--- config.mk ---
export PLATFORM = sky130hd
export DESIGN_NAME = i2c_bus_monitor_decoder
export DESIGN_NICKNAME = d
export VERILOG_FILES = /design/src/i2cmon_pkg.sv /design/src/i2cmon_front.sv /design/src/i2cmon_queue.sv /design/src/i2cmon_back.sv /design/src/i2c_bus_monitor_decoder.sv
export VERILOG_INCLUDE_DIRS = /design/src /design/src/src
export SDC_FILE = /design/constraint.sdc
export NUM_CORES = 1
export LEC_CHECK = 0
export BUFFER_PORTS_ARGS = -buffer_cell sky130_fd_sc_hd__buf_4
export CORE_MARGIN = 2
export CORE_UTILIZATION = 30
export DETAILED_ROUTE_END_ITERATION = 10
export GPL_ROUTABILITY_DRIVEN = 0
export HOLD_SLACK_MARGIN = 0.05
export PLACE_DENSITY = 0.49
export REMOVE_ABC_BUFFERS = 1
export SETUP_SLACK_MARGIN = 0.05
export SYNTH_ARGS = -nofsm -noshare
export SYNTH_HDL_FRONTEND = slang
export SYNTH_HIERARCHICAL = 1
export SYNTH_SLANG_ARGS = --single-unit
--- constraint.sdc ---
create_clock -name clock -period 6.9 [get_ports clock]
set_clock_uncertainty 0.2 [all_clocks]
set_input_delay 1.035 -clock clock [delete_from_list [all_inputs] [get_ports clock]]
set_output_delay 1.035 -clock clock [all_outputs]
set_load 0.02 [all_outputs]
--- src/i2c_bus_monitor_decoder_macros.svh ---
// Assertion macros for the I2C bus monitor decoder.
// Used by the top level; depends on signals named clock and reset in scope.
`ifndef I2C_BUS_MONITOR_DECODER_MACROS_SVH
`define I2C_BUS_MONITOR_DECODER_MACROS_SVH

// Same-cycle implication, disabled while reset is high.
`define I2CMON_ASSERT_NOW(name, ante, cons) \
   name: assert property (@(posedge clock) disable iff (reset) (ante) |-> (cons)) \
      else $error("i2cmon: same-cycle check failed");

// Next-cycle implication, disabled while reset is high.
`define I2CMON_ASSERT_NEXT(name, ante, cons) \
   name: assert property (@(posedge clock) disable iff (reset) (ante) |=> (cons)) \
      else $error("i2cmon: next-cycle check failed");

`endif

--- src/i2cmon_pkg.sv ---
// Shared types and constants for the I2C bus monitor decoder.
// No dependencies; imported by every module of the block.
package i2cmon_pkg;

   localparam int CAPTURE_DEPTH_DEFAULT = 16384;
   localparam int INDEX_W = 14;
   localparam int TIME_W = 32;
   localparam int BYTE_W = 8;
   localparam int BITS_W = 4;
   localparam logic [BITS_W-1:0] BYTE_BITS = BITS_W'(8);
   localparam int QUEUE_DEPTH = 4;
   localparam int QPTR_W = $clog2(QUEUE_DEPTH);
   localparam int QCNT_W = $clog2(QUEUE_DEPTH + 1);

   typedef enum logic [1:0] {
      EV_START = 2'd0,
      EV_STOP  = 2'd1,
      EV_BYTE  = 2'd2,
      EV_ACK   = 2'd3
   } event_kind_type;

   // One line sample.
   typedef struct packed {
      logic              capture_first;
      logic              sda_level;
      logic              scl_level;
      logic [TIME_W-1:0] time_stamp;
   } req_type;

   // One decoded bus event.
   typedef struct packed {
      event_kind_type     event_kind;
      logic               is_address;
      logic [BYTE_W-1:0]  byte_value;
      logic               nak;
      logic [INDEX_W-1:0] sample_index;
      logic [TIME_W-1:0]  event_time;
   } rsp_type;

   // Compact event record held in the queue; flag is is_address or nak.
   typedef struct packed {
      event_kind_type     kind;
      logic               flag;
      logic [BYTE_W-1:0]  value;
      logic [INDEX_W-1:0] index;
      logic [TIME_W-1:0]  stamp;
   } entry_type;

   // Queue status seen by the top level and the back.
   typedef struct packed {
      logic [QCNT_W-1:0] count;
      logic              full;
      logic              empty;
   } qstat_type;

endpackage

--- src/i2cmon_front.sv ---
// Front end: accepts line samples, tracks the I2C decoder state and
// classifies each sample into at most one event. Depends on i2cmon_pkg.
module i2cmon_front
   import i2cmon_pkg::*;
#(
   parameter int CAPTURE_DEPTH = CAPTURE_DEPTH_DEFAULT
) (
   input  logic      clock,
   input  logic      reset,
   input  logic      accept,
   input  req_type   sample,
   output logic      push,
   output entry_type entry
);

   localparam int CNT_W = (CAPTURE_DEPTH > 2) ? $clog2(CAPTURE_DEPTH) : 1;
   localparam int EXT_W = (CNT_W > INDEX_W) ? CNT_W : INDEX_W;
   localparam logic [CNT_W-1:0] CNT_LAST = CNT_W'(CAPTURE_DEPTH - 1);

   logic              last_sda_ff, last_sda_in;
   logic              last_scl_ff, last_scl_in;
   logic [BYTE_W-1:0] shift_ff, shift_in;
   logic [BITS_W-1:0] bits_ff, bits_in;
   logic              in_transfer_ff, in_transfer_in;
   logic              address_seen_ff, address_seen_in;
   logic [CNT_W-1:0]  count_ff, count_in;

   logic              cur_last_sda;
   logic              cur_last_scl;
   logic [BYTE_W-1:0] cur_shift;
   logic [BITS_W-1:0] cur_bits;
   logic              cur_in_transfer;
   logic              cur_address_seen;
   logic [CNT_W-1:0]  cur_count;
   logic [EXT_W-1:0]  index_wide;
   logic              is_start;
   logic              is_stop;
   logic              is_rise;
   logic              has_event;

   // A capture mark makes this sample see the reset state.
   always_comb begin
      if (sample.capture_first) begin
         cur_last_sda     = 1'b1;
         cur_last_scl     = 1'b1;
         cur_shift        = '0;
         cur_bits         = '0;
         cur_in_transfer  = 1'b0;
         cur_address_seen = 1'b0;
         cur_count        = '0;
      end else begin
         cur_last_sda     = last_sda_ff;
         cur_last_scl     = last_scl_ff;
         cur_shift        = shift_ff;
         cur_bits         = bits_ff;
         cur_in_transfer  = in_transfer_ff;
         cur_address_seen = address_seen_ff;
         cur_count        = count_ff;
      end
   end

   // Bus conditions, in priority order start, stop, clock rise.
   assign is_start = cur_last_sda & ~sample.sda_level & sample.scl_level;
   assign is_stop  = ~cur_last_sda & sample.sda_level & sample.scl_level;
   assign is_rise  = cur_in_transfer & ~cur_last_scl & sample.scl_level;
   assign index_wide = EXT_W'(cur_count);

   // Next decoder state and the event record for this sample.
   always_comb begin
      last_sda_in     = sample.sda_level;
      last_scl_in     = sample.scl_level;
      shift_in        = cur_shift;
      bits_in         = cur_bits;
      in_transfer_in  = cur_in_transfer;
      address_seen_in = cur_address_seen;
      count_in        = (cur_count == CNT_LAST) ? '0 : cur_count + CNT_W'(1);
      has_event       = 1'b0;
      entry.kind      = EV_START;
      entry.flag      = 1'b0;
      entry.value     = '0;
      entry.index     = index_wide[INDEX_W-1:0];
      entry.stamp     = sample.time_stamp;
      if (is_start) begin
         has_event       = 1'b1;
         entry.kind      = EV_START;
         in_transfer_in  = 1'b1;
         address_seen_in = 1'b0;
         shift_in        = '0;
         bits_in         = '0;
      end else if (is_stop) begin
         has_event      = 1'b1;
         entry.kind     = EV_STOP;
         in_transfer_in = 1'b0;
      end else if (is_rise) begin
         if (cur_bits < BYTE_BITS) begin
            shift_in = {cur_shift[BYTE_W-2:0], sample.sda_level};
            bits_in  = cur_bits + BITS_W'(1);
            if (bits_in == BYTE_BITS) begin
               has_event   = 1'b1;
               entry.kind  = EV_BYTE;
               entry.flag  = ~cur_address_seen;
               entry.value = shift_in;
            end
         end else begin
            has_event       = 1'b1;
            entry.kind      = EV_ACK;
            entry.flag      = sample.sda_level;
            address_seen_in = 1'b1;
            shift_in        = '0;
            bits_in         = '0;
         end
      end
   end

   assign push = accept & has_event;

   // Decoder state advances once per accepted sample.
   always_ff @(posedge clock) begin
      if (reset) begin
         last_sda_ff     <= 1'b1;
         last_scl_ff     <= 1'b1;
         shift_ff        <= '0;
         bits_ff         <= '0;
         in_transfer_ff  <= 1'b0;
         address_seen_ff <= 1'b0;
         count_ff        <= '0;
      end else if (accept) begin
         last_sda_ff     <= last_sda_in;
         last_scl_ff     <= last_scl_in;
         shift_ff        <= shift_in;
         bits_ff         <= bits_in;
         in_transfer_ff  <= in_transfer_in;
         address_seen_ff <= address_seen_in;
         count_ff        <= count_in;
      end
   end

endmodule

--- src/i2cmon_queue.sv ---
// Short event queue between the decoder front end and the output stage.
// Depends on i2cmon_pkg.
module i2cmon_queue
   import i2cmon_pkg::*;
(
   input  logic      clock,
   input  logic      reset,
   input  logic      push,
   input  entry_type push_entry,
   input  logic      pop,
   output entry_type head,
   output qstat_type stat
);

   entry_type         slot_ff [QUEUE_DEPTH];
   logic [QPTR_W-1:0] wr_ptr_ff, wr_ptr_in;
   logic [QPTR_W-1:0] rd_ptr_ff, rd_ptr_in;
   logic [QCNT_W-1:0] count_ff, count_in;
   logic              do_push;
   logic              do_pop;

   assign stat.count = count_ff;
   assign stat.full  = (count_ff == QCNT_W'(QUEUE_DEPTH));
   assign stat.empty = (count_ff == '0);
   assign head       = slot_ff[rd_ptr_ff];

   // Pointer and fill count updates; pointers wrap at the queue depth.
   always_comb begin
      do_push   = push & ~stat.full;
      do_pop    = pop & ~stat.empty;
      wr_ptr_in = wr_ptr_ff;
      rd_ptr_in = rd_ptr_ff;
      if (do_push) begin
         wr_ptr_in = (wr_ptr_ff == QPTR_W'(QUEUE_DEPTH - 1)) ? '0 : wr_ptr_ff + QPTR_W'(1);
      end
      if (do_pop) begin
         rd_ptr_in = (rd_ptr_ff == QPTR_W'(QUEUE_DEPTH - 1)) ? '0 : rd_ptr_ff + QPTR_W'(1);
      end
      count_in = count_ff + QCNT_W'(do_push) - QCNT_W'(do_pop);
   end

   always_ff @(posedge clock) begin
      if (reset) begin
         wr_ptr_ff <= '0;
         rd_ptr_ff <= '0;
         count_ff  <= '0;
      end else begin
         wr_ptr_ff <= wr_ptr_in;
         rd_ptr_ff <= rd_ptr_in;
         count_ff  <= count_in;
      end
   end

   // Entry storage needs no reset.
   always_ff @(posedge clock) begin
      if (do_push) begin
         slot_ff[wr_ptr_ff] <= push_entry;
      end
   end

endmodule

--- src/i2cmon_back.sv ---
// Back end: takes events from the queue, expands them into result fields
// and holds them in the output register. Depends on i2cmon_pkg.
module i2cmon_back
   import i2cmon_pkg::*;
(
   input  logic      clock,
   input  logic      reset,
   input  entry_type head,
   input  qstat_type stat,
   output logic      pop,
   output logic      rsp_valid,
   input  logic      rsp_ready,
   output rsp_type   rsp_data
);

   logic    out_valid_ff, out_valid_in;
   rsp_type out_data_ff, out_data_in;

   // Load the output register whenever it is empty or being drained.
   assign pop = ~stat.empty & (~out_valid_ff | rsp_ready);

   // Expand the queue record; flags only count for their own event kinds.
   always_comb begin
      out_data_in.event_kind   = head.kind;
      out_data_in.is_address   = (head.kind == EV_BYTE) & head.flag;
      out_data_in.byte_value   = head.value;
      out_data_in.nak          = (head.kind == EV_ACK) & head.flag;
      out_data_in.sample_index = head.index;
      out_data_in.event_time   = head.stamp;
      if (pop) begin
         out_valid_in = 1'b1;
      end else if (rsp_ready) begin
         out_valid_in = 1'b0;
      end else begin
         out_valid_in = out_valid_ff;
      end
   end

   always_ff @(posedge clock) begin
      if (reset) begin
         out_valid_ff <= 1'b0;
      end else begin
         out_valid_ff <= out_valid_in;
      end
   end

   always_ff @(posedge clock) begin
      if (pop) begin
         out_data_ff <= out_data_in;
      end
   end

   assign rsp_valid = out_valid_ff;
   assign rsp_data  = out_data_ff;

endmodule

--- src/i2c_bus_monitor_decoder.sv ---
// I2C bus monitor decoder, top level: front end, event queue, output stage.
// Depends on i2cmon_pkg, i2cmon_front, i2cmon_queue, i2cmon_back and the macro header.
//
//   Channel  Direction  Handshake             Payload
//   req      in         req_valid/req_ready   req_data (req_type), one line sample
//   rsp      out        rsp_valid/rsp_ready   rsp_data (rsp_type), one bus event
//
// One sample is taken per cycle while the queue has room; the decoder state update in the
// front end sets that rate. Events pass through a queue slot, then the output register.
// Reset returns the lines to idle high, clears the decoder and empties queue and output.
// req_ready falls only while the four-entry event queue is full.
`include "i2c_bus_monitor_decoder_macros.svh"

module i2c_bus_monitor_decoder
   import i2cmon_pkg::*;
#(
   parameter int CAPTURE_DEPTH = CAPTURE_DEPTH_DEFAULT
) (
   input  logic    clock,
   input  logic    reset,
   input  logic    req_valid,
   output logic    req_ready,
   input  req_type req_data,
   output logic    rsp_valid,
   input  logic    rsp_ready,
   output rsp_type rsp_data
);

   logic      accept;
   logic      push;
   logic      pop;
   entry_type push_entry;
   entry_type head;
   qstat_type stat;

   // A sample is taken whenever the queue has room for its event.
   assign req_ready = ~stat.full;
   assign accept    = req_valid & req_ready;

   i2cmon_front #(
      .CAPTURE_DEPTH(CAPTURE_DEPTH)
   ) u_front (
      .clock (clock),
      .reset (reset),
      .accept(accept),
      .sample(req_data),
      .push  (push),
      .entry (push_entry)
   );

   i2cmon_queue u_queue (
      .clock     (clock),
      .reset     (reset),
      .push      (push),
      .push_entry(push_entry),
      .pop       (pop),
      .head      (head),
      .stat      (stat)
   );

   i2cmon_back u_back (
      .clock    (clock),
      .reset    (reset),
      .head     (head),
      .stat     (stat),
      .pop      (pop),
      .rsp_valid(rsp_valid),
      .rsp_ready(rsp_ready),
      .rsp_data (rsp_data)
   );

   // The fill count never passes the queue depth.
   `I2CMON_ASSERT_NOW(a_queue_bound, 1'b1, stat.count <= QCNT_W'(QUEUE_DEPTH))
   // A pushed event leaves the queue or output stage non-empty next cycle.
   `I2CMON_ASSERT_NEXT(a_push_lands, push, !stat.empty || rsp_valid)
   // An event taken from the queue is offered on the result channel.
   `I2CMON_ASSERT_NEXT(a_pop_shows, pop, rsp_valid)

endmodule
# Word level (Yosys, flattened, before mapping)
# Memories as Yosys holds them, arrays and structs flattened. A register that Yosys moved wholly into a read port is not among the register bits.
# Index checks and enable logic that the tools add are counted.
# W data, S select, Z words.
word_totals:
  register_bits: 96
  latchBits: 0
  ramBits: 228
  romBits: 0
  inputBits: 39
  n_memories: 1
op_classes:
  addsub: 6
  mul: 0
  div: 0
  order_cmp: 1
  eq_ne: 7
  n_shift: 0
  n_mux: 43
  bitwise_logic: 21
  reduce_logical: 2
memory_table:
  columns: ["name", "words", "word_bits", "read_ports", "rd_clocked_by_memory_dff", "wr", "line_no", "rtl"]
  rows:
  - ["u_queue.slot_ff", 4, 57, 1, 1, 1, "i2cmon_queue.sv:15", "entry_type slot_ff [QUEUE_DEPTH];"]
op_table:
  columns: ["cell", "count"]
  rows:
  - ["$mux W8", 6]
  - ["$mux W14", 2]
  - ["$mux W11", 2]
  - ["$mux W4", 5]
  - ["$mux W1", 19]
  - ["$mux W9", 2]
  - ["$add A14 B1 Y14 const B", 1]
  - ["$eq A14 B14 Y1 const B", 1]
  - ["$and A1 B1 Y1", 13]
  - ["$mux W2", 6]
  - ["$eq A2 B2 Y1 const B", 4]
  - ["$not A1 Y1", 7]
  - ["$add A2 B1 Y2 const B", 2]
  - ["$add A4 B1 Y4 const B", 1]
  - ["$eq A4 B4 Y1 const B", 1]
  - ["$lt A4 B4 Y1 const B", 1]
  - ["$add A3 B1 Y3", 1]
  - ["$eq A3 B3 Y1 const B", 1]
  - ["$logic_not A3 Y1", 1]
  - ["$mux W3", 1]
  - ["$sub A3 B1 Y3", 1]
  - ["$reduce_bool A2 Y1", 1]
  - ["$or A1 B1 Y1", 1]

# Logic depth before layout (Yosys ltp)
# Gate-level depths: netlist of run 1.
logic_depth:
  depth_word: 12
  depth_mapped: 17
  ltp_nobuf: 16

# Modules after synthesis
# Netlist of run 1, hierarchy kept.
by_module_without_submodules:
  columns: ["module", "instances", "cells_each", "area_per_inst_um2"]
  rows:
  - ["i2cmon_queue", 1, 347, 8700.8]
  - ["i2cmon_front", 1, 278, 2132.0]
  - ["i2cmon_back", 1, 65, 1811.7]
  - ["i2c_bus_monitor_decoder", 1, 2, 10.0]

# Worst setup path after synthesis of run 1
# No wires, ideal clock.
synth_path:
  path_type: "input -> register"
  start: "input req_data[34] (netlist bit)"
  end: "register u_queue.count_ff[2]"
  arrival_ns: 4.362
  required_time_ns: 6.585
  slack_ns: 2.224
  path_stages: 17
  path_buffers: 2
  cell_sequence: "clkbuf_1 > clkbuf_1 > nor2_1 > and3_1 > ha_1 > nor4_2 > o21ai_0 > a21oi_1 > and2_4 > inv_1 > ha_1 > inv_1 > ha_1 > fa_1 > xnor2_1 > xnor2_1 > nor2_1"
synth_via:
  elab_chain_len: 12
  elab_cells_between_ends: 24
synth_rtl:
  columns: ["item", "line_no", "rtl"]
  rows:
  - ["from (decl)", "i2c_bus_monitor_decoder.sv:23", "input req_type req_data,"]
  - ["$mux W4", "i2cmon_front.sv:43", "if (sample.capture_first) begin"]
  - ["$add A4 B1 Y4", "i2cmon_front.sv:97", "bits_in = cur_bits + BITS_W'(1);"]
  - ["$eq A4 B4 Y1", "i2cmon_front.sv:98", "if (bits_in == BYTE_BITS) begin"]
  - ["$mux W1", "i2cmon_front.sv:98", null]
  - ["$mux W1", "i2cmon_front.sv:95", "if (cur_bits < BYTE_BITS) begin"]
  - ["$mux W1", "i2cmon_front.sv:94", "end else if (is_rise) begin"]
  - ["$mux W1", "i2cmon_front.sv:90", "end else if (is_stop) begin"]
  - ["$mux W1 (*)", "i2cmon_front.sv:83", "if (is_start) begin"]
  - ["$and A1 B1 Y1 (*)", "i2cmon_front.sv:115", "assign push = accept & has_event;"]
  - ["named net push", "i2c_bus_monitor_decoder.sv:30", "logic push;"]
  - ["$and A1 B1 Y1 (*)", "i2cmon_queue.sv:29", "do_push = push & ~stat.full;"]
  - ["$add A3 B1 Y3 (*)", "i2cmon_queue.sv:39", "count_in = count_ff + QCNT_W'(do_push) - QCNT_W'(do_pop);"]
  - ["$sub A3 B1 Y3 (*)", "i2cmon_queue.sv:39", null]
  - ["to (signal assigned)", "i2cmon_queue.sv:50", "count_ff <= count_in;"]
  - ["to (decl)", "i2cmon_queue.sv:18", "logic [QCNT_W-1:0] count_ff, count_in;"]
# The timed path passes the listed nets; every way through them passes the cells marked *.
# A chain may end at the register's enable or synchronous reset.

# Worst setup path in the final report of run 1
# Same ends and word-level chain as after synthesis.

==> key figures, run 1 <==
Detailed routing
  – Routed len/inst: 19.2 µm
  – Vias per inst: 4.71
  – DR DRC count: 0
  – Post-Route WL: 25.7 mm
  – Number of DRC markers in iteration 0: 411
  – First-pass DRT Iterations: 4
  – Routed vias: 6304
  – Number of routed nets with antenna violations: 0

Pwr
  – Power per cell area: 363 mW/mm²
  – Static Leak: 0.00491 µW
  – Peak supply drop: 0.000179 V
  – Total Power: 5420 µW

Floorplanning
  – Die ar.: 0.0438 mm²
  – Core Box Area: 0.0418 mm²
  – Initial Utilization: 30.3%
  – Die Ht: 209 µm
  – # rows: 75
  – Die W: 209 µm
  – I/O pins: 99

Cells and area
  – Multi-input gate area in the final layout: 0.00280 mm²
  – Nets: 827
  – Sequential Area: 0.00937 mm²
  – Ant diodes: 0
  – Most common cell after layout, fill and taps aside: edfxtp_1
  – Final std cells w/o fill: 1339
  – Most frequent cells in the layout: edfxtp_1 (286), buf_4 (109), mux4_2 (57)
  – FILL cells: 3898
  – Ratio of cells with drive above 1 in the final layout: 29.8%
  – Post-synthesis to final-layout area growth: 17.8%

Status
  – Status: completed

Clocking
  – Worst-Skew Late Latency: 0.52 ns
  – Hold_buf cts: 0
  – Post-CTS sizing: 0
  – CTS tree: yes
  – H-tree depth: 2
  – Clk slew on worst S/H paths: 0.06 ns
  – Clock Path Buffers: 3
  – CTS sink cnt: 325
  – Clk root buf: clkbuf_16
  – Number of post-CTS setup repair buffers: 0
  – Total CTS buffers: 36

Timing
  – Final Hold Fails: 0
  – Min cycle time layout: 4.39 ns
  – # setup viols final: 0
  – Setup TNS: 0 ns
  – Max Freq: 228 MHz
  – RSZ-0062 raised after global routing: false
  – Slew Viols, Final: 0
  – Rel. slew slack: 40.2%
  – Slew of the pin with the lowest slew margin: 0.896 ns
  – Hold Worst Slack: 0.274 ns
  – Period utilization: 63.6%

Worst setup path
  – FF-to-FF path depth: 15
  – Critical Path AT: 4.59 ns
  – Worst Path Required: 7.10 ns
  – R2R Setup Slk: 2.81 ns
  – Endpoint type of the worst setup path: flop
  – Critical path class: in -> reg
  – CP max FO: 38
  – Startpoint types: primary input

Global route
  – Number of global-route vias before repair: 6463
  – Largest net degree at the start of global routing: 60
  – Antenna violations before repair: 0
  – All-Layer GR Usage: 11.7%
  – First-pass GRT wire length: 39.2 mm
  – Grt ovf: 0

Logic synthesis
  – Gate Count Post-Synth: 692
  – Syn_area_per_cell: 18.3 µm²
  – Asr flop ratio synth: 0%
  – Yosys warns: 6
  – Commonest register cell after synthesis: edfxtp_1
  – Sequential share of the synthesized area: 74.0%
  – Number of synthesized flops with an enable pin: 286
  – Post-synth cell types: 64
  – Cell Area, Synth: 0.0127 mm²
  – FF+latch count, synth: 325

Place
  – Input/output buffers: 98
  – DP HPWL: 15.8 mm
  – Placed cells: 1278

Job
  – Max-cap violations: 0

Worst hold path
  – Hold crit path type: reg -> reg
  – Min-Delay Path Depth: 2
-- power by group --
group,leakage [µW],total [µW],internal (µW),switching (µW)
registers,0.00294,2520,2420,95.7
logic,0.00141,1010,416,595
clock network,0.000556,1890,1130,761
-- through the flow --
| stage | instance area, µm² | setup slack (ns) | utilization, % |
|---|---|---|---|
| floorplan | 12200 | 2.76 | - |
| global placement | 13700 | 1.99 | 32.9 |
| CTS | 14900 | 2.51 | 35.7 |
| detailed placement | 13700 | 1.97 | 32.9 |
| global route | 14900 | 2.21 | 35.7 |
| finish | 14900 | 2.51 | 35.7 |
-- logic make-up (layout without fill, tap and decap cells) --
group,after synthesis,count (layout),synth area share (%)
simple gates,131,131,6.47
flops,325,325,74.0
buf+inv,82,190,3.85
fa+ha+maj,11,11,1.15
compound gates,77,77,3.71
xor+xnor,6,6,0.415
mux,60,60,10.4
-- state kept, by name, summed over array words and instances, names as in the netlist, named ones only --
signal,flops
u_front/count_ff,14
u_queue/slot_ff,228
u_front/in_transfer_ff,1
u_front/address_seen_ff,1
u_back/rsp_valid,1
u_queue/rd_ptr_ff,2
u_back/rsp_data,58
u_front/last_sda_ff,1
u_queue/wr_ptr_ff,2
u_queue/count_ff,3
u_front/bits_ff,4
u_front/last_scl_ff,1
u_front/shift_ff,7
-- critical path: stages --
cell	delay [ns]
buf_4	0.30
nor2_1	0.14
and3_1	0.21
ha_1	0.28
nor4_2	0.44
o21ai_0	0.18
a21oi_1	0.46
and2_4	0.26
inv_1	0.04
ha_1	0.26
inv_1	0.04
ha_1	0.18
fa_1	0.38
xnor2_1	0.18
xnor2_1	0.14
nor2_1	0.05
-- synth_stat cells (all sizes together) (3+ instances only) --
cell	instances	area share [%]
edfxtp	286	68
mux4	57	10
buf	50	2.9
dfxtp	39	6.2
a21oi	32	1.3
nand2	20	0.59
o21ai	20	0.79
inv	19	0.56
nor2b	17	0.90
nand3	13	0.51
nor2	13	0.39
clkbuf	12	0.36
and3	11	0.58
ha	10	0.99
nand2b	9	0.50
nand4	9	0.49
and2	7	0.37
a31oi	6	0.30
and4b	5	0.40
nor3	5	0.24
nand4b	4	0.28
xnor2	4	0.28
a41oi	3	0.21
mux2i	3	0.24
or4	3	0.18
-- per-layer routing --
layer  share of wire (%)  up-vias  track usage (%)
met3                 4.8       43             2.44
met5                   0        -                0
met1                  45     3226             15.9
met2                  47      157             18.8
li1                    -     2878                -
met4                 2.5        0             4.09
-- cell type report --
type | instances | area share (%)
flip-flops and latches | 325 | 62.9
multi-input cells | 285 | 18.8
clock buffers | 38 | 6.24
clock inverters | 23 | 1.58
well taps | 539 | 4.52
inverters | 20 | 0.504
repair buffers | 109 | 5.49
-- worst paths after layout --
check	from	end
min reg2reg	u_front/shift_ff[4]	u_front/shift_ff[5]
max reg2reg	u_front/bits_ff[3]	u_queue/count_ff[2]
min	u_front/shift_ff[4]	u_front/shift_ff[5]
max	req_data[34]	u_queue/count_ff[2]
No activity file was read; power rests on OpenSTA's default activity.
==> inputs of run 2 (changes only) <==
- ABC_AREA: unset -> 1
- clock period: 6.9 -> 4.18 ns (I/O delays scaled with it)
==> run 2 against run 1 <==
Critical path type is now reg -> reg. Area after synthesis rose by 2.0%. Total power rose by 76%. Combinational power rose by 130%. Highest routed layer unchanged. Worst hold slack got worse by 0.16 ns. Critical endpoint is now u_queue/count_ff[1].
==> key figures, run 2 <==
Cells and area
  – FILL cells: 4118 (+5.6%)
  – Most frequent cells in the layout: edfxtp_1 (286), nor2_1 (161), o21ai_0 (113)
  – Multi-input gate area in the final layout: 0.00280 mm² (about the same)
  – Nets: 1150 (+39%)
  – Most common cell after layout, fill and taps aside: edfxtp_1
  – Ratio of cells with drive above 1 in the final layout: 18.1% (-12 points)
  – Sequential Area: 0.00937 mm² (unchanged)
  – Ant diodes: 0 (unchanged)
  – Reg with most FFs: u_queue/slot_ff
  – Max reg flops: 228 (unchanged)
  – Post-synthesis to final-layout area growth: 16.8%

Detailed routing
  – Post-Route WL: 28.0 mm (+9.1%)
  – Max Used Layer: met4
  – Vias per inst: 4.61 (-2.0%)
  – Met3 WL: 1.29 mm (+3.9%)
  – Routed wl met2: 12.7 mm (+4.3%)
  – Number of DRC markers in iteration 0: 435 (+5.8%)
  – Routed len/inst: 16.9 µm (-12%)
  – DR DRC count: 0 (unchanged)
  – Routed vias: 7671 (+22%)
  – Metal-1 WL: 13.5 mm (+16%)
  – Number of routed nets with antenna violations: 0 (unchanged)
  – First-pass DRT Iterations: 5 (+1)

Logic synthesis
  – Leading cell types by count after synthesis: edfxtp_1 (286), nor2_1 (165), o21ai_0 (113)
  – Synth area leader: edfxtp_1
  – Sequential share of the synthesized area: 72.6% (-1.4 points)
  – FF+latch count, synth: 325 (unchanged)
  – Largest cells by area after synthesis: edfxtp_1 (67%), dfxtp_1 (6.1%), nor2_1 (4.8%), o21ai_0 (4.4%), nand2_1 (3.1%)
  – Asr flop ratio synth: 0% (unchanged)
  – Post-synth cell types: 37 (-42%)
  – Number of synthesized flops with an enable pin: 286 (unchanged)
  – Commonest register cell after synthesis: edfxtp_1
  – Gate Count Post-Synth: 1027 (+48%)
  – Cell Area, Synth: 0.0129 mm² (+2.0%)
  – Post-synth top area share: 66.6% (-1.3 points)
  – Syn_area_per_cell: 12.6 µm² (-31%)
  – Cell with the most instances after synthesis: edfxtp_1
  – Yosys warns: 6 (unchanged)

Clocking
  – Clock Path Buffers: 3 (unchanged)
  – Number of post-CTS setup repair buffers: 0 (unchanged)
  – CTS sink cnt: 325 (unchanged)
  – Worst-Skew Late Latency: 0.52 ns (about the same)
  – Total CTS buffers: 37 (+2.8%)
  – CTS tree: yes
  – Clk slew on worst S/H paths: 0.06 ns (about the same)
  – H-tree depth: 2 (unchanged)
  – Post-CTS sizing: 0 (unchanged)
  – Clk root buf: clkbuf_16
  – Hold_buf cts: 0 (unchanged)

Pwr
  – Clk pwr share: 30.5% (-4.4 points)
  – Seq pwr share: 44.9% (-1.6 points)
  – Int Pwr: 6570 µW (+66%)
  – Net Sw Frac: 31.2% (+4.4 points)
  – Total Power: 9550 µW (+76%)
  – Peak supply drop: 0.000355 V (+98%)
  – Combinational power share: 24.6% (+5.9 points)
  – Power per cell area: 634 mW/mm² (+74%)
  – Net Sw Power: 2980 µW (+110%)
  – Static Leak: 0.00528 µW (+7.6%)

Worst setup path
  – Reg2reg start: u_front/bits_ff[3]
  – Endpoint type of the worst setup path: flop
  – FF-to-FF path depth: 16 (+1)
  – Startpoint types: flop
  – Worst setup path start: u_front/bits_ff[3]
  – Critical path class: reg -> reg
  – CP max FO: 5 (-87%)
  – Crit-path cells: inv_1 -> nor2_1 -> inv_1 -> ha_1 -> nor3_2 -> nand2_2 -> o21ai_0 -> o21ai_0 -> inv_1 -> nand2_1 -> ha_1 -> inv_1 -> ha_1 -> fa_1 -> inv_1 -> nor2_1
  – Largest stage delay on the critical path: 0.44 ns (-0.02 ns)
  – Worst Path Required: 4.38 ns (-2.72 ns)
  – FF-to-FF End: u_queue/count_ff[1]
  – R2R Setup Slk: 0.75 ns (-2.06 ns)
  – Critical Path AT: 3.62 ns (-0.97 ns)
  – Most frequent CP cell: inv_1
  – CP max stage cell: dfxtp_1
  – Critical Path End: u_queue/count_ff[1]

Timing
  – RSZ-0062 raised after global routing: false
  – Max Freq: 292 MHz
  – Period utilization: 82.0%
  – # setup viols final: 0 (unchanged)
  – Final Hold Fails: 0 (unchanged)
  – Slew Viols, Final: 0 (unchanged)
  – Rel. slew slack: 36.8% (-3.4 points)
  – Slew of the pin with the lowest slew margin: 0.947 ns (+0.0509 ns)
  – Min cycle time layout: 3.43 ns
  – Setup TNS: 0 ns (unchanged)
  – Final WS setup: 0.754 ns (-1.76 ns)

Global route
  – Largest net degree at the start of global routing: 92 (+53%)
  – First-pass GRT wire length: 43.1 mm (+10%)
  – All-Layer GR Usage: 12.5% (+0.73 points)
  – Grt ovf: 0 (unchanged)
  – Antenna violations before repair: 0 (unchanged)
  – Number of global-route vias before repair: 7367 (+14%)

Worst hold path
  – Hold crit path type: in -> reg
  – Hold wc startpoint: req_data[27]

Floorplanning
  – # rows: 75 (unchanged)
  – Die W: 211 µm (+0.96%)
  – Die Ht: 211 µm (+0.96%)
  – Core Box Area: 0.0422 mm² (+1.1%)
  – I/O pins: 99 (unchanged)
  – Die ar.: 0.0447 mm² (+1.9%)
  – Initial Utilization: 30.6% (+0.25 points)

Place
  – DP HPWL: 16.4 mm (+3.7%)
  – Setup slack at placement: 0.315 ns (-1.65 ns)
  – Input/output buffers: 98 (unchanged)

Status
  – Status: completed

Job
  – Max-cap violations: 0 (unchanged)
run 2: cell types whose count changed in the layout (fill, tap and decap cells not counted), sizes merged, moves of 11 or more:
cell / previous run / this run
o22ai: 1 / 58
inv: 22 / 61
nor2: 13 / 181
nor2b: 17 / 0
nand2: 20 / 111
and3: 11 / 0
mux4: 57 / 0
o21ai: 20 / 122
run 2: cell families after synthesis:
kind of cell	synth area share (%)
AO/OA/AOI/OAI	9.12
adder cells (fa/ha/maj)	1.12
XOR/XNOR	0.533
AND/OR/NAND/NOR	10.6
buffers and inverters	6.03
flip-flops	72.6
run 2: per-layer routing:
layer / track usage (%) / up-vias
li1: - / 3747
met1: 17.4 / 3749
met2: 19.9 / 131
met3: 2.51 / 44
met4: 3.28 / 0
met5: 0 / -
run 2: area by class of cell:
type	count	share of cell area [%]
clock buffers	47	6.46
flip-flops and latches	325	62.2
clock inverters	16	0.689
multi-input cells	559	18.6
inverters	62	1.55
repair buffers	115	6.06
well taps	539	4.48
run 2: critical path, delay by kind of cell (launching register included):
| kind | cells | cell delay (ns) |
|---|---|---|
| AOI/OAI and AO/OA | 2 | 0.34 |
| and+or+nand+nor | 5 | 0.66 |
| adders and majority gates | 4 | 1.22 |
| DFF | 1 | 0.44 |
| buffers and inverters | 5 | 0.46 |
run 2: how the worst min path moves through the flow:
stage	end	slack (ns)	cells past startpoint
2_1_floorplan	u_front/last_sda_ff	0.23	2
3_3_place_gp	u_front/last_sda_ff	0.25	2
3_5_place_dp	u_front/last_sda_ff	0.25	2
4_1_cts	u_queue/slot_ff[0][27]	0.09	1
5_1_grt	u_queue/slot_ff[0][27]	0.09	1
6_report	u_queue/slot_ff[0][27]	0.12	1
run 2: stage by stage:
stage	hold WS (ns)	cells	util, %	area (µm²)
after detailed placement	0.248	1600	33.1	14000
after global routing	0.0897	1663	35.7	15100
after global placement	0.251	1600	33.1	14000
after floorplan	0.230	946	-	12400
final	0.117	1663	35.7	15100
after CTS	0.0852	1663	35.7	15100
run 2: power groups by stage:
stage	clock network (µW)	logic, µW	registers, µW
2_1_floorplan	0	841	4830
3_3_place_gp	0	2400	4360
3_5_place_dp	0	2390	4360
4_1_cts	3010	2410	4300
5_1_grt	3140	2580	4330
6_report	2920	2350	4290
==> inputs of run 3 (changes only) <==
- ABC_AREA: 1 -> 0
- clock period: 4.18 -> 3.3 ns (I/O delays scaled with it)
==> run 3 against run 2 <==
Sequential power grew 23%. Critical path depth did not move. Combinational power fell by 5%. Count of clock-buffer cells in the layout did not move. Total power rose by 20%. Die area is 1.9% lower. Final cell count shrank 16%. Setup slack worse by 0.57 ns. Register-to-register slack lost 0.57 ns. Worst hold slack got worse by 0.0054 ns.
==> key figures, run 3 (same netlist as run 1, synthesis figures left out) <==
Clocking
  – Clk slew on worst S/H paths: 0.06 ns (about the same)
  – Clock Path Buffers: 3 (unchanged)
  – H-tree depth: 2 (unchanged)
  – CTS sink cnt: 325 (unchanged)
  – Worst-Skew Late Latency: 0.52 ns (about the same)
  – Total CTS buffers: 36 (-2.7%)
  – Clk root buf: clkbuf_16
  – CTS tree: yes

Pwr
  – Peak supply drop: 0.000386 V (+8.7%)
  – Seq pwr share: 46.1% (+1.2 points)
  – Power per cell area: 735 mW/mm² (+16%)
  – Net Sw Power: 3050 µW (+2.3%)
  – Total Power: 11500 µW (+20%)
  – Combinational power share: 19.4% (-5.2 points)
  – Clk pwr share: 34.5% (+4.0 points)
  – Static Leak: 0.00524 µW (-0.85%)
  – Int Pwr: 8430 µW (+28%)
  – Net Sw Frac: 26.6% (-4.6 points)

Floorplanning
  – I/O pins: 99 (unchanged)
  – Die ar.: 0.0438 mm² (-1.9%)
  – Die Ht: 209 µm (-0.95%)
  – Core Box Area: 0.0418 mm² (-1.1%)
  – Initial Utilization: 30.3% (-0.25 points)
  – Die W: 209 µm (-0.95%)
  – # rows: 75 (unchanged)

Status
  – Status: completed

Timing
  – Period utilization: 94.3% (+12 points)
  – Min cycle time layout: 3.11 ns (-0.314 ns)
  – RSZ-0062 raised after global routing: false
  – Hold Worst Slack: 0.112 ns (-0.00545 ns)
  – Slew of the pin with the lowest slew margin: 0.973 ns (+0.0256 ns)
  – Rel. slew slack: 35.1% (-1.7 points)
  – # setup viols final: 0 (unchanged)
  – Final Hold Fails: 0 (unchanged)
  – Max Freq: 321 MHz (+10%)
  – Slew Viols, Final: 0 (unchanged)

Worst hold path
  – Hold crit path type: in -> reg

Cells and area
  – Final std cells w/o fill: 1403 (-16%)
  – Ratio of cells with drive above 1 in the final layout: 30.8% (+13 points)
  – Final core area utilization: 37.4% (+1.7 points)
  – Post-synthesis to final-layout area growth: 23.4%
  – Sequential Area: 0.00937 mm² (unchanged)
  – Max reg flops: 228 (unchanged)
  – Most common cell after layout, fill and taps aside: edfxtp_1
  – Reg with most FFs: u_queue/slot_ff
  – Nets: 887 (-23%)
  – Most frequent cells in the layout: edfxtp_1 (286), buf_4 (124), mux4_2 (57)
  – Multi-input gate area in the final layout: 0.00284 mm² (+1.4%)
  – Ant diodes: 0 (unchanged)
  – FILL cells: 3837 (-6.8%)

Global route
  – Number of global-route vias before repair: 6645 (-9.8%)
  – Antenna violations before repair: 0 (unchanged)
  – First-pass GRT wire length: 39.6 mm (-8.1%)
  – Grt ovf: 0 (unchanged)
  – Largest net degree at the start of global routing: 59 (-36%)
  – All-Layer GR Usage: 11.7% (-0.80 points)

Job
  – Max-cap violations: 0 (unchanged)

Detailed routing
  – Post-Route WL: 25.5 mm (-9.0%)
  – Routed vias: 6529 (-15%)
  – Vias per inst: 4.65 (+0.89%)
  – Routed len/inst: 18.2 µm (+7.8%)
  – Number of routed nets with antenna violations: 0 (unchanged)
  – DR DRC count: 0 (unchanged)
  – First-pass DRT Iterations: 4 (-1)
  – Number of DRC markers in iteration 0: 360 (-17%)

Place
  – Placed cells: 1302 (-19%)
  – Input/output buffers: 98 (unchanged)
  – DP HPWL: 15.3 mm (-6.5%)

Worst setup path
  – Critical Path AT: 3.31 ns (-0.31 ns)
  – Critical path class: reg -> reg
  – Largest stage delay on the critical path: 0.36 ns (-0.08 ns)
  – Startpoint types: flop
  – R2R Setup Slk: 0.19 ns (-0.57 ns)
  – Crit-path cells: inv_1 -> nor2_2 -> and3_1 -> ha_1 -> nor4_4 -> o21ai_2 -> a21oi_2 -> and2_4 -> inv_1 -> ha_1 -> inv_1 -> ha_1 -> fa_2 -> xnor2_2 -> xnor2_1 -> nor2_1
  – CP max stage cell: fa_2
  – Endpoint type of the worst setup path: flop
  – CP max FO: 2 (-3)
  – Worst Path Required: 3.49 ns (-0.89 ns)
[run 3: cell types whose count changed in the layout (fill, tap and decap cells not counted), moves of 12 or more]
| cell | change |
|---|---|
| buf_4 | +13 |
| nand2_1 | -87 |
| nor2b_1 | +15 |
| dlygate4sd3_1 | +34 |
| o22ai_1 | -57 |
| inv_1 | -38 |
| o21ai_0 | -95 |
| nor2_1 | -149 |
| mux4_2 | +57 |
| nor2_2 | -12 |
[run 3: final cells by class]
| cell class | count | area share [%] |
|---|---|---|
| repair buffers | 169 | 9.55 |
| clock inverters | 18 | 1.27 |
| flip-flops and latches | 325 | 60.0 |
| well taps | 539 | 4.32 |
| inverters | 20 | 0.481 |
| clock buffers | 47 | 6.23 |
| multi-input cells | 285 | 18.1 |
[run 3: final timing paths]
check	start	cells past startpoint	to
hold / removal	req_data[33]	3	u_front/last_sda_ff
setup reg to reg	u_front/bits_ff[0]	16	u_queue/count_ff[2]
setup / recovery	u_front/bits_ff[0]	16	u_queue/count_ff[2]
hold reg to reg	u_front/shift_ff[6]	2	u_front/shift_ff[6]
[run 3: per-stage QoR]
stage | instance area (µm²) | setup WS, ns | setup TNS [ns]
2_1_floorplan | 12200 | -0.444 | -52.40
3_3_place_gp | 14100 | -0.222 | -0.251
3_5_place_dp | 14100 | -0.251 | -0.295
4_1_cts | 15600 | 0.0500 | 0
5_1_grt | 15600 | 0.0340 | 0
6_report | 15600 | 0.187 | 0
[run 3: worst max-delay path, delay by kind of cell (launching register included)]
family	cells	cell delay (ns)
compound gates	2	0.26
simple gates	5	0.68
buf+inv	3	0.15
fa+ha+maj	4	1.10
xor+xnor	2	0.31
flops	1	0.30
[run 3: power by group through the flow]
stage | Sequential, µW | Clock [µW] | Combinational [µW]
6_report | 5290 | 3960 | 2230
5_1_grt | 5340 | 4250 | 2410
4_1_cts | 5310 | 4090 | 2290
3_5_place_dp | 5390 | 0 | 2230
3_3_place_gp | 5380 | 0 | 2230
2_1_floorplan | 5760 | 0 | 867
[run 3: what timing repair did]
action / in CTS / in global routing
endpoints found under the hold margin: 130 / 0
gates resized for setup: 2 / 7
pin swaps: 1 / 3
buffers inserted: 1 / 1
hold buffers: 34 / 0
setup endpoints to repair: 1 / 2
[run 3: per-layer routing]
metal,up-vias,track usage (%),wire [µm]
met3,35,2.45,1090
met4,0,3.15,434
met1,3352,16.2,12000
met5,-,0,0
met2,139,18.7,12000
li1,3003,-,-
